`config.mk`:
```
export PLATFORM = sky130hd
export DESIGN_NAME = gga_sentence_field_extractor_top_flat
export DESIGN_NICKNAME = d
export VERILOG_FILES = /design/src/rtl/ggasfe_pkg.sv /design/src/rtl/ggasfe_stream_if.sv /design/src/rtl/gga_sentence_field_extractor_top.sv /design/src/rtl/ggasfe_parser.sv /design/src/rtl/ggasfe_out_reg.sv /design/src/flat_wrapper.sv
export SDC_FILE = /design/constraint.sdc
export NUM_CORES = 1
export LEC_CHECK = 0
export BUFFER_PORTS_ARGS = -buffer_cell sky130_fd_sc_hd__buf_2
export CORE_ASPECT_RATIO = 1.25
export CORE_MARGIN = 4
export CORE_UTILIZATION = 30
export CTS_BUF_LIST = sky130_fd_sc_hd__clkbuf_4
export DETAILED_ROUTE_END_ITERATION = 12
export SLEW_MARGIN = 40
export SYNTH_ARGS = -nofsm -noshare
export SYNTH_HDL_FRONTEND = slang
export SYNTH_SLANG_ARGS = --single-unit
export TNS_END_PERCENT = 20
```
`constraint.sdc`:
```
create_clock -name i_clk -period 3 [get_ports i_clk]
set_clock_uncertainty 0.2 [all_clocks]
set_input_delay 0.45 -clock i_clk [delete_from_list [all_inputs] [get_ports i_clk]]
set_output_delay 0.45 -clock i_clk [all_outputs]
set_load 0.01 [all_outputs]
```
`src/rtl/ggasfe_pkg.sv`:
```
`timescale 1ns / 1ps
// shared constants, types and header lookup for the gga sentence field extractor
package ggasfe_pkg;

    localparam logic [7:0] CH_DOLLAR = 8'h24;
    localparam logic [7:0] CH_G      = 8'h47;
    localparam logic [7:0] CH_P      = 8'h50;
    localparam logic [7:0] CH_A      = 8'h41;
    localparam logic [7:0] CH_CR     = 8'h0D;
    localparam logic [7:0] CH_COMMA  = 8'h2C;

    // header tracker codes
    localparam logic [2:0] STAGE_HUNT = 3'd0;
    localparam logic [2:0] STAGE_LAST = 3'd5;
    localparam logic [2:0] STAGE_SKIP = 3'd6;

    // body field positions
    localparam logic [3:0] FLD_FIRST = 4'd1;
    localparam logic [3:0] FLD_TIME  = 4'd1;
    localparam logic [3:0] FLD_LAT   = 4'd2;
    localparam logic [3:0] FLD_LATH  = 4'd3;
    localparam logic [3:0] FLD_LON   = 4'd4;
    localparam logic [3:0] FLD_LONH  = 4'd5;
    localparam logic [3:0] FLD_ALT   = 4'd9;
    localparam logic [3:0] FLD_ALTU  = 4'd10;
    localparam logic [3:0] FLD_MAX   = 4'd15;

    localparam logic [2:0] TIME_CHARS = 3'd6;

    // output tag codes
    localparam logic [2:0] TAG_TIME = 3'd0;
    localparam logic [2:0] TAG_LAT  = 3'd1;
    localparam logic [2:0] TAG_LATH = 3'd2;
    localparam logic [2:0] TAG_LON  = 3'd3;
    localparam logic [2:0] TAG_LONH = 3'd4;
    localparam logic [2:0] TAG_ALT  = 3'd5;
    localparam logic [2:0] TAG_ALTU = 3'd6;

    typedef struct packed {
        logic       vld;
        logic [2:0] tag;
        logic [7:0] ch;
        logic       eos;
    } t_result;

    // expected byte at each header position
    function automatic logic [7:0] header_byte(input logic [2:0] stage);
        logic [7:0] b;
        case (stage)
            3'd0:    b = CH_DOLLAR;
            3'd1:    b = CH_G;
            3'd2:    b = CH_P;
            3'd3:    b = CH_G;
            3'd4:    b = CH_G;
            3'd5:    b = CH_A;
            default: b = CH_DOLLAR;
        endcase
        return b;
    endfunction

endpackage

```
`src/rtl/ggasfe_stream_if.sv`:
```
`timescale 1ns / 1ps
// valid/ready stream interfaces for the byte input and the field output
interface ggasfe_byte_if;
    logic       valid;
    logic       ready;
    logic [7:0] rx_byte;

    modport source (output valid, output rx_byte, input ready);
    modport sink   (input valid, input rx_byte, output ready);
endinterface

interface ggasfe_field_if;
    logic       valid;
    logic       ready;
    logic [2:0] field_tag;
    logic [7:0] char_out;
    logic       sentence_end;

    modport source (output valid, output field_tag, output char_out, output sentence_end,
                    input ready);
    modport sink   (input valid, input field_tag, input char_out, input sentence_end,
                    output ready);
endinterface

```
`src/rtl/gga_sentence_field_extractor_top.sv`:
```
`timescale 1ns / 1ps
// top level of the gga sentence field extractor
//
// usage
//   i_rx takes one received ascii byte per beat (valid/ready, accepted when
//   both are high). the block hunts for the "$GPGGA" header, drops the byte
//   after it, then splits the body at commas, counting empty fields too.
//   o_fld gives one beat per selected character: field_tag names the field
//   (time, lat, lat hemi, lon, lon hemi, alt, alt unit), char_out the byte.
//   only the first six time characters go out. a carriage return in the
//   body, or right after the header, gives an end beat (tag 0, char 13,
//   sentence_end 1) and rearms the header hunt.
//   a byte accepted into the input register passes the combinational parser
//   decode and lands in the result register when the parser takes it.
//   throughput: one byte per cycle while no result byte waits on a stalled
//   o_fld, set by the parser update between the input and result registers.
//   stall: a byte that gives no result passes even while o_fld is stalled;
//   one that gives a result waits in the input register, and i_rx.ready
//   drops until the result register frees up.
//   reset (i_rst_n low, synchronous): both registers empty, parser hunting.
module gga_sentence_field_extractor_top (
    input  logic           i_clk,
    input  logic           i_rst_n,
    ggasfe_byte_if.sink    i_rx,
    ggasfe_field_if.source o_fld
);
    import ggasfe_pkg::*;

    // input register
    logic       r_in_valid;
    logic [7:0] r_in_byte;

    t_result    res;
    logic       out_valid;
    logic       consume;
    logic       in_ready;

    // parser steps when its result, if any, has room downstream
    assign consume  = r_in_valid && (!res.vld || !out_valid || o_fld.ready);
    assign in_ready = !r_in_valid || consume;
    assign i_rx.ready = in_ready;

    always_ff @(posedge i_clk) begin
        if (!i_rst_n) begin
            r_in_valid <= 1'b0;
        end else if (in_ready) begin
            r_in_valid <= i_rx.valid;
        end
    end

    always_ff @(posedge i_clk) begin
        if (in_ready && i_rx.valid) begin
            r_in_byte <= i_rx.rx_byte;
        end
    end

    ggasfe_parser u_parser (
        .i_clk     (i_clk),
        .i_rst_n   (i_rst_n),
        .i_byte    (r_in_byte),
        .i_advance (consume),
        .o_res     (res)
    );

    ggasfe_out_reg u_out_reg (
        .i_clk   (i_clk),
        .i_rst_n (i_rst_n),
        .i_load  (consume && res.vld),
        .i_res   (res),
        .i_ready (o_fld.ready),
        .o_valid (out_valid),
        .o_tag   (o_fld.field_tag),
        .o_char  (o_fld.char_out),
        .o_eos   (o_fld.sentence_end)
    );

    assign o_fld.valid = out_valid;

    // a held byte stays put until the parser takes it
    a_hold: assert property (@(posedge i_clk) disable iff (!i_rst_n)
        (r_in_valid && !consume) |=> (r_in_valid && r_in_byte == $past(r_in_byte)))
        else $error("input register lost a byte");

    // a byte without result never waits on the output side
    a_pass: assert property (@(posedge i_clk) disable iff (!i_rst_n)
        (r_in_valid && !res.vld) |-> consume)
        else $error("non-result byte stalled");

    // a stalled output with a pending result blocks new bytes
    a_block: assert property (@(posedge i_clk) disable iff (!i_rst_n)
        (r_in_valid && res.vld && out_valid && !o_fld.ready) |-> !in_ready)
        else $error("input accepted while result blocked");

endmodule

```
`src/rtl/ggasfe_parser.sv`:
```
`timescale 1ns / 1ps
// header matcher, field counter and per-byte result decode
module ggasfe_parser (
    input  logic                 i_clk,
    input  logic                 i_rst_n,
    input  logic [7:0]           i_byte,
    input  logic                 i_advance,
    output ggasfe_pkg::t_result  o_res
);
    import ggasfe_pkg::*;

    logic [2:0] r_stage, n_stage;
    logic       r_in_body, n_in_body;
    logic [3:0] r_field, n_field;
    logic [2:0] r_tchars, n_tchars;
    logic [2:0] stage_eff;
    t_result    res;

    always_comb begin
        n_stage   = r_stage;
        n_in_body = r_in_body;
        n_field   = r_field;
        n_tchars  = r_tchars;
        res       = '{vld: 1'b0, tag: TAG_TIME, ch: i_byte, eos: 1'b0};
        stage_eff = (r_stage > STAGE_LAST) ? STAGE_HUNT : r_stage;

        if (r_in_body) begin
            if (i_byte == CH_CR) begin
                res       = '{vld: 1'b1, tag: TAG_TIME, ch: CH_CR, eos: 1'b1};
                n_stage   = STAGE_HUNT;
                n_in_body = 1'b0;
                n_field   = FLD_FIRST;
                n_tchars  = '0;
            end else if (i_byte == CH_COMMA) begin
                if (r_field < FLD_MAX) begin
                    n_field = r_field + 4'd1;
                end
            end else begin
                case (r_field)
                    FLD_TIME: begin
                        if (r_tchars < TIME_CHARS) begin
                            res.vld  = 1'b1;
                            res.tag  = TAG_TIME;
                            n_tchars = r_tchars + 3'd1;
                        end
                    end
                    FLD_LAT: begin
                        res.vld = 1'b1;
                        res.tag = TAG_LAT;
                    end
                    FLD_LATH: begin
                        res.vld = 1'b1;
                        res.tag = TAG_LATH;
                    end
                    FLD_LON: begin
                        res.vld = 1'b1;
                        res.tag = TAG_LON;
                    end
                    FLD_LONH: begin
                        res.vld = 1'b1;
                        res.tag = TAG_LONH;
                    end
                    FLD_ALT: begin
                        res.vld = 1'b1;
                        res.tag = TAG_ALT;
                    end
                    FLD_ALTU: begin
                        res.vld = 1'b1;
                        res.tag = TAG_ALTU;
                    end
                    default: begin
                        res.vld = 1'b0;
                    end
                endcase
            end
        end else if (r_stage == STAGE_SKIP) begin
            // byte after the header is dropped, unless it ends the sentence
            n_stage  = STAGE_HUNT;
            n_field  = FLD_FIRST;
            n_tchars = '0;
            if (i_byte == CH_CR) begin
                res       = '{vld: 1'b1, tag: TAG_TIME, ch: CH_CR, eos: 1'b1};
                n_in_body = 1'b0;
            end else begin
                n_in_body = 1'b1;
            end
        end else begin
            if (i_byte == header_byte(stage_eff)) begin
                n_stage = (stage_eff == STAGE_LAST) ? STAGE_SKIP : stage_eff + 3'd1;
            end else begin
                n_stage = STAGE_HUNT;
            end
        end
    end

    always_ff @(posedge i_clk) begin
        if (!i_rst_n) begin
            r_stage   <= STAGE_HUNT;
            r_in_body <= 1'b0;
            r_field   <= FLD_FIRST;
            r_tchars  <= '0;
        end else if (i_advance) begin
            r_stage   <= n_stage;
            r_in_body <= n_in_body;
            r_field   <= n_field;
            r_tchars  <= n_tchars;
        end
    end

    assign o_res = res;

    // end of sentence rearms the hunt
    a_rearm: assert property (@(posedge i_clk) disable iff (!i_rst_n)
        (i_advance && res.vld && res.eos) |=>
            (!r_in_body && r_stage == STAGE_HUNT && r_field == FLD_FIRST && r_tchars == '0))
        else $error("sentence end did not rearm the parser");

    // a comma in the body advances the field count until it saturates
    a_comma: assert property (@(posedge i_clk) disable iff (!i_rst_n)
        (i_advance && r_in_body && i_byte == CH_COMMA && r_field < FLD_MAX) |=>
            (r_field == $past(r_field) + 4'd1))
        else $error("comma did not advance the field count");

    // header state and body flag never both active
    a_exclusive: assert property (@(posedge i_clk) disable iff (!i_rst_n)
        r_in_body |-> (r_stage == STAGE_HUNT && r_tchars <= TIME_CHARS && r_field != 4'd0))
        else $error("body flag set while header tracker busy");

endmodule

```
`src/rtl/ggasfe_out_reg.sv`:
```
`timescale 1ns / 1ps
// result register holding one beat for the output channel
module ggasfe_out_reg (
    input  logic                 i_clk,
    input  logic                 i_rst_n,
    input  logic                 i_load,
    input  ggasfe_pkg::t_result  i_res,
    input  logic                 i_ready,
    output logic                 o_valid,
    output logic [2:0]           o_tag,
    output logic [7:0]           o_char,
    output logic                 o_eos
);
    import ggasfe_pkg::*;

    logic       r_valid, n_valid;
    logic [2:0] r_tag;
    logic [7:0] r_char;
    logic       r_eos;

    always_comb begin
        if (i_load) begin
            n_valid = 1'b1;
        end else if (i_ready) begin
            n_valid = 1'b0;
        end else begin
            n_valid = r_valid;
        end
    end

    always_ff @(posedge i_clk) begin
        if (!i_rst_n) begin
            r_valid <= 1'b0;
        end else begin
            r_valid <= n_valid;
        end
    end

    always_ff @(posedge i_clk) begin
        if (i_load) begin
            r_tag  <= i_res.tag;
            r_char <= i_res.ch;
            r_eos  <= i_res.eos;
        end
    end

    assign o_valid = r_valid;
    assign o_tag   = r_tag;
    assign o_char  = r_char;
    assign o_eos   = r_eos;

    // never overwrite a beat the receiver has not taken
    a_no_overwrite: assert property (@(posedge i_clk) disable iff (!i_rst_n)
        i_load |-> (!r_valid || i_ready))
        else $error("result register overwritten while stalled");

    // a load always carries a result
    a_load_vld: assert property (@(posedge i_clk) disable iff (!i_rst_n)
        i_load |-> i_res.vld)
        else $error("empty result loaded");

    // an end beat always carries carriage return
    a_eos_char: assert property (@(posedge i_clk) disable iff (!i_rst_n)
        (r_valid && r_eos) |-> (r_char == CH_CR && r_tag == TAG_TIME))
        else $error("end beat with wrong payload");

endmodule

```
`src/flat_wrapper.sv`:
```
// flat-port wrapper written by rule: the top's interface ports become plain ports
module gga_sentence_field_extractor_top_flat import ggasfe_pkg::*;
  (i_clk, i_rst_n, i_rx_valid, i_rx_rx_byte, i_rx_ready, o_fld_valid, o_fld_field_tag, o_fld_char_out, o_fld_sentence_end, o_fld_ready);
  ggasfe_byte_if i_rx_i ();
  ggasfe_field_if o_fld_i ();
  input  logic i_clk;
  input  logic i_rst_n;
  input wire logic [$bits(i_rx_i.valid)-1:0] i_rx_valid;
  input wire logic [$bits(i_rx_i.rx_byte)-1:0] i_rx_rx_byte;
  output wire logic [$bits(i_rx_i.ready)-1:0] i_rx_ready;
  output wire logic [$bits(o_fld_i.valid)-1:0] o_fld_valid;
  output wire logic [$bits(o_fld_i.field_tag)-1:0] o_fld_field_tag;
  output wire logic [$bits(o_fld_i.char_out)-1:0] o_fld_char_out;
  output wire logic [$bits(o_fld_i.sentence_end)-1:0] o_fld_sentence_end;
  input wire logic [$bits(o_fld_i.ready)-1:0] o_fld_ready;
  assign i_rx_i.valid = i_rx_valid;
  assign i_rx_i.rx_byte = i_rx_rx_byte;
  assign i_rx_ready = i_rx_i.ready;
  assign o_fld_valid = o_fld_i.valid;
  assign o_fld_field_tag = o_fld_i.field_tag;
  assign o_fld_char_out = o_fld_i.char_out;
  assign o_fld_sentence_end = o_fld_i.sentence_end;
  assign o_fld_i.ready = o_fld_ready;
  gga_sentence_field_extractor_top u_core (.i_clk(i_clk), .i_rst_n(i_rst_n), .i_rx(i_rx_i), .o_fld(o_fld_i));
endmodule
```
==> results_dict.tcl, run 1 <==
set metrics [dict create \
    avgRoutedWirePerCell_um 13.65 \
    cellPowerDensity_nw_per_um2 356.9 \
    antenna_found_initial 0 \
    syn_area_um2 1927 \
    io_pins 26 \
    final_nets 240 \
    synthXorXnorAreaFrac_pct 0.4545 \
    crit_family "multiplexers" \
    dr_total_vias 1517 \
    cts_max_level 2 \
    synth_adder_area_share_pct 4.545 \
    core.rowCount 32 \
    cts_buffers 5 \
    synth_mux_area_share_pct 5.909 \
    vias_per_cell 4.941 \
    synth-compound-area-share_pct 17.01 \
    cp-end-kind "output port" \
    synth_flop_cell "edfxtp_1" \
    crit_slowest_cell "dfxtp_4" \
    leakagePower_nw 0.8476 \
    yosysTopAreaCellShare_pct 31.17 \
    initial_core_util_pct 31.05 \
    fin_ws_ns 0.1198 \
    grt_max_degree 17 \
    grt_overflow 0 \
    worstMarginPinSlew_ns 0.6147 \
    hold_class "in2reg" \
    pre_cts_slack_ns 0.1334 \
    post_synth_most_frequent_cells "edfxtp_1, nand2_1, dfxtp_1, nand2b_1, clkbuf_1" \
    yosys.area_share.simple_pct 22.21 \
    synth_area_leaders "edfxtp_1, dfxtp_1, ha_1" \
    dieArea_um2 7777 \
    grt_usage_pct 11.08 \
    core_um2 6206 \
    grt_first_pass_wirelength_mm 6.796 \
    multi_input_area_um2 988.4 \
    finalCriticalPeriod_ns 2.880 \
    seq_area_um2 865.8 \
    ys_async_sr_fraction_pct 0 \
    slew_violations 0 \
    cp_max_fo 6 \
    synth_top_cell_by_area "edfxtp_1" \
    path_class "reg2out" \
    synth_edf_count 20 \
    yosysMostFrequentCell "edfxtp_1" \
    clock_path_buffers 2 \
    wl_mm 4.190 \
    fill_cells 629 \
    start_kind "register" \
    cts_tree "built" \
    critPathRequiredTime_ns 2.35 \
    place.detailed.hpwl_mm 3.212 \
    route.detailed.drc 0 \
    synth_cell_type_count 52 \
    drtIter0Drc 79 \
    slowest_delay_ns 0.37 \
    finalSetupTns_ns 0 \
    grt_pass1_vias 1440 \
    diodes 0 \
    post-route-period-util_pct 96.01 \
    max_freq_mhz 347.2 \
    rsz0062_at_grt "no" \
    cp_num_buf_inv 2 \
    synth_top_family_by_area "simple AND/OR/NAND/NOR gates" \
    syn-num-nets 210 \
    cap_viol_max_count 0 \
    holdWs_ns 0.08166 \
    clkSlewWorstSetupHoldPaths_ns 0.10 \
    ys_seq_elements 33 \
    path_cells "ha_1 > mux2_2 > mux2_4 > o221a_2 > o21ai_4 > nor2_2 > inv_1 > buf_2" \
    status "complete, no violations" \
    synth_cells 191 \
    synthToLayoutAreaGrowth_pct 17.92 \
    place_congestion 0.8013 \
    root_buffer "clkbuf_4" \
    worstPathArrival_ns 2.23 \
    port_buffers 25 \
    peakVddDrop_mv 0.1954 \
    cts.sinks 33 \
    ant_nets 0 \
    relSlewSlack_pct 58.98 \
    avgSynthCellArea_um2 10.09 \
    setup_viol 0 \
    die_w_um 79.68 \
    firstDrtPassIters 4 \
    clk-insertion-delay-late_ns 0.34 \
    die_height_um 97.60 \
    seq_area_frac_synth_pct 44.68 \
    finalHoldViolations 0 \
    yosysWarningCount 0 \
    drive_above_1_share_pct 29.28 \
]
-- layout by cell type, fill, tap and decap left out, drive strengths merged, types with 3 or more instances in the layout --
cell,instances
nand4,3
edfxtp,20
and2,3
o21bai,3
a211oi,3
nor3b,3
mux2i,8
nand3b,3
dfxtp,13
a21o,3
nand2,18
nand3,5
mux2,3
clkbuf,6
a21oi,10
nor2b,9
ha,7
nand2b,11
inv,7
o21ai,5
buf,39
nor2,6
-- kinds of logic (layout without fill, tap and decap cells) --
family                   Yosys count  in the layout
AO/OA/AOI/OAI                     44             44
XOR/XNOR                           1              1
adder cells (fa/ha/maj)            7              7
multiplexers                      11             11
AND/OR/NAND/NOR                   72             72
buffers and inverters             23             54
flip-flops                        33             33
-- cell type report --
cell class              instances  share of cell area [%]
multi-input cells             135                   43.50
flip-flops and latches         33                   38.11
repair buffers                 39                   10.13
well taps                      85                   4.681
clock buffers                   6                   1.982
inverters                       7                   1.156
clock inverters                 2                  0.4405
-- metal layers --
layer	global-route usage [%]	part of all wire (%)
met5	0	0
met4	5.026	2.4
met3	2.412	5.4
met2	17.56	46
met1	14.19	46
-- report_power, final --
part	internal (mW)	total, mW	leakage, nW	switching [mW]
combinational	0.0277	0.0577	0.529	0.0300
clock	0.0983	0.254	0.0354	0.156
sequential	0.489	0.499	0.283	0.00929
total	0.615	0.811	0.848	0.195
-- registers in the layout, indices dropped and copies added, names as in the netlist --
signal,flops
u_core.u_out_reg.o_tag,3
u_core.u_out_reg.o_valid,1
u_core.u_out_reg.o_eos,1
u_core.u_parser.r_field,4
u_core.u_out_reg.o_char,8
u_core.u_parser.r_stage,3
u_core.r_in_byte,8
u_core.r_in_valid,1
u_core.u_parser.r_in_body,1
u_core.u_parser.r_tchars,3
-- path summary, 6_finish.rpt --
| path | cells after the start | startpoint | slack (ns) | end |
|---|---|---|---|---|
| setup / recovery | 8 | u_core.u_parser.r_field[0] | 0.12 | i_rx_ready |
| hold / removal | 1 | i_rx_rx_byte[0] | 0.08 | u_core.r_in_byte[0] |
| setup reg to reg | 8 | u_core.u_parser.r_field[1] | 0.36 | u_core.u_out_reg.o_tag[1] |
| hold reg to reg | 2 | u_core.u_parser.r_tchars[0] | 0.29 | u_core.u_parser.r_tchars[0] |
-- repair_timing --
item | CTS | global route
setup buffers | 0 | 1
endpoints found under the hold margin | 0 | 0
endpoints found under the setup margin | 1 | 1
hold buffers | 0 | 0
resized for setup | 4 | 5
pin swaps | 0 | 1
-- through the flow --
stage	utilization (%)	total power [mW]	std cells	cell area [um^2]
floorplan	-	0.5436	191	1927
global placement	35.16	0.5672	298	2182
detailed placement	35.16	0.5671	298	2182
CTS	36.15	0.8170	306	2243
global route	36.61	0.8427	307	2272
finish	36.61	0.8109	307	2272
Note: power is estimated with default switching activity, not from simulation.
==> run 2: changes to the inputs <==
- SLEW_MARGIN: 40 -> 25
- SYNTH_HIERARCHICAL: not set -> 1
==> results_dict.tcl, run 2 <==
set metrics [dict create \
    wl_mm 3.522 \
    seq_area_frac_synth_pct 47.94 \
    drtIter0Drc 75 \
    max_freq_mhz 347.2 \
    comb_power_share_pct 3.7 \
    cts.sinks 33 \
    clkSlewWorstSetupHoldPaths_ns 0.12 \
    cap_viol_max_count 0 \
    cts_max_level 2 \
    vias_per_cell 5.027 \
    leakagePower_nw 0.7981 \
    internal-power_mw 0.5887 \
    peakVddDrop_mv 0.1891 \
    core_um2 5818 \
    slew_violations 0 \
    finalHoldViolations 0 \
    design_area_um2 2053 \
    synth_area_leaders "edfxtp_1, dfxtp_1, ha_1" \
    relSlewSlack_pct 66.56 \
    final_common_cell "buf_2" \
    finalSetupTns_ns 0 \
    hold_class "in2reg" \
    initial_core_util_pct 30.86 \
    die_w_um 77.20 \
    pwr-share-clk_pct 31.8 \
    syn-num-nets 189 \
    io_pins 26 \
    core.rowCount 31 \
    total_power_mw 0.7719 \
    path_class "reg2out" \
    post_synth_most_frequent_cells "edfxtp_1, nand2_1, dfxtp_1, clkbuf_1, nor2_1" \
    grt_first_pass_wirelength_mm 5.858 \
    power.share.switching_pct 23.73 \
    ant_nets 0 \
    synth_cells 170 \
    firstDrtPassIters 4 \
    worstPathArrival_ns 2.23 \
    dieArea_um2 7295 \
    avgRoutedWirePerCell_um 13.55 \
    antenna_found_initial 0 \
    switchingPower_mw 0.1832 \
    place.detailed.hpwl_mm 2.711 \
    place_congestion 0.8878 \
    yosysTopAreaCellShare_pct 33.45 \
    yosysWarningCount 6 \
    synth_edf_count 20 \
    cp_max_fo 4 \
    finalCriticalPeriod_ns 2.881 \
    post_cts_buffers 0 \
    cp-end-kind "output port" \
    grt_pass1_vias 1285 \
    cellPowerDensity_nw_per_um2 376.0 \
    ys_seq_elements 33 \
    root_buffer "clkbuf_4" \
    grt_usage_pct 10.33 \
    grt_overflow 0 \
    route.detailed.drc 0 \
    cts_tree "built" \
    die_height_um 94.50 \
    critPathRequiredTime_ns 2.35 \
    synthToLayoutAreaGrowth_pct 14.36 \
    final_nets 211 \
    grt_max_degree 14 \
    ys_async_sr_fraction_pct 0 \
    worstMarginPinSlew_ns 0.4986 \
    post-route-period-util_pct 96.02 \
    port_buffers 25 \
    synth_cell_type_count 55 \
    dpl_cell_area_um2 1969 \
    cts_buffers 5 \
    start_kind "register" \
    synth_flop_cell "edfxtp_1" \
    status "complete, no violations" \
    drive_above_1_share_pct 27.98 \
    synth_top_cell_by_area "edfxtp_1" \
    avgSynthCellArea_um2 10.56 \
    dr_total_vias 1307 \
    layout_common_cells "buf_2, edfxtp_1, nand2_1" \
    clock_path_buffers 2 \
    rsz0062_at_grt "yes" \
    finish.utilization_pct 35.29 \
    setup_viol 0 \
    hold_buffers 0 \
    clk-insertion-delay-late_ns 0.34 \
    yosysMostFrequentCell "edfxtp_1" \
    holdWs_ns 0.07930 \
    syn_area_um2 1795 \
    seqPwrFrac_pct 64.5 \
]
run 2: cell count changes in the layout (fill, tap and decap cells not counted), moves of 3 or more:
cell      change
nor2b_1       -6
buf_4        -11
mux2i_1       -6
a21boi_1      +3
nor2_1        +5
o21ai_0       +3
nor3_1        +3
a21oi_1       -5
nand2b_1      -7
xnor2_1       +3
run 2: through the flow:
stage / setup WS (ns) / instances
2_1_floorplan: 0.1125 / 170
3_3_place_gp: 0.01265 / 251
3_5_place_dp: -0.05635 / 251
4_1_cts: 0.02527 / 259
5_1_grt: -0.02040 / 259
6_report: 0.1195 / 260
run 2: critical path, cell delays in order (launching register included):
cell and delay [ns]:
edfxtp_1 0.50, nor4b_4 0.42, nand3_2 0.17, o21ai_0 0.18, o2bb2ai_1 0.19, buf_4 0.19
nand4b_4 0.09, buf_2 0.15
run 2: final cells by class:
cell class	count	area [um^2]
Fill cell	598	3765
Multi-Input combinational cell	116	872.1
Sequential cell	33	863.3
Timing Repair Buffer	28	147.6
Tap cell	66	82.58
Clock buffer	5	37.54
Inverter	8	30.03
Clock inverter	3	17.52
Antenna cell	1	2.502
run 2: path summary, 6_finish.rpt:
| kind | startpoint | end | slack (ns) | cells after the start |
|---|---|---|---|---|
| max | u_core/r_in_byte[4] | i_rx_ready | 0.12 | 7 |
| min | i_rx_rx_byte[6] | u_core/r_in_byte[6] | 0.08 | 1 |
| max reg2reg | u_core/u_parser/r_field[0] | u_core/u_parser/r_field[3] | 0.24 | 12 |
| min reg2reg | u_core/u_parser/r_tchars[2] | u_core/u_parser/r_tchars[2] | 0.32 | 2 |
run 2: cells by family after synthesis:
group	share of synthesized area (%)
simple gates	23.28
compound gates	16.03
flops	47.94
buf+inv	4.808
fa+ha+maj	4.878
xor+xnor	1.952
mux	1.115
run 2: power by group through the flow:
| stage | sequential (mW) | combinational (mW) | clock [mW] |
|---|---|---|---|
| 2_1_floorplan | 0.502 | 0.0216 | 0 |
| 3_3_place_gp | 0.508 | 0.0283 | 0 |
| 3_5_place_dp | 0.508 | 0.0285 | 0 |
| 4_1_cts | 0.497 | 0.0286 | 0.258 |
| 5_1_grt | 0.499 | 0.0325 | 0.285 |
| 6_report | 0.498 | 0.0288 | 0.246 |
run 2: layer usage:
layer  GRT usage (%)  routed length [um]
met1           12.75                1654
met2           15.78                1559
met3           3.435                 223
met4           5.935                  85
met5               0                   0
run 2: timing repair:
item / 4_1_cts / 5_1_grt
resized for setup: 1 / 9
cloned: 0 / 0
endpoints found under the setup margin: 5 / 11
pin swaps: 0 / 1
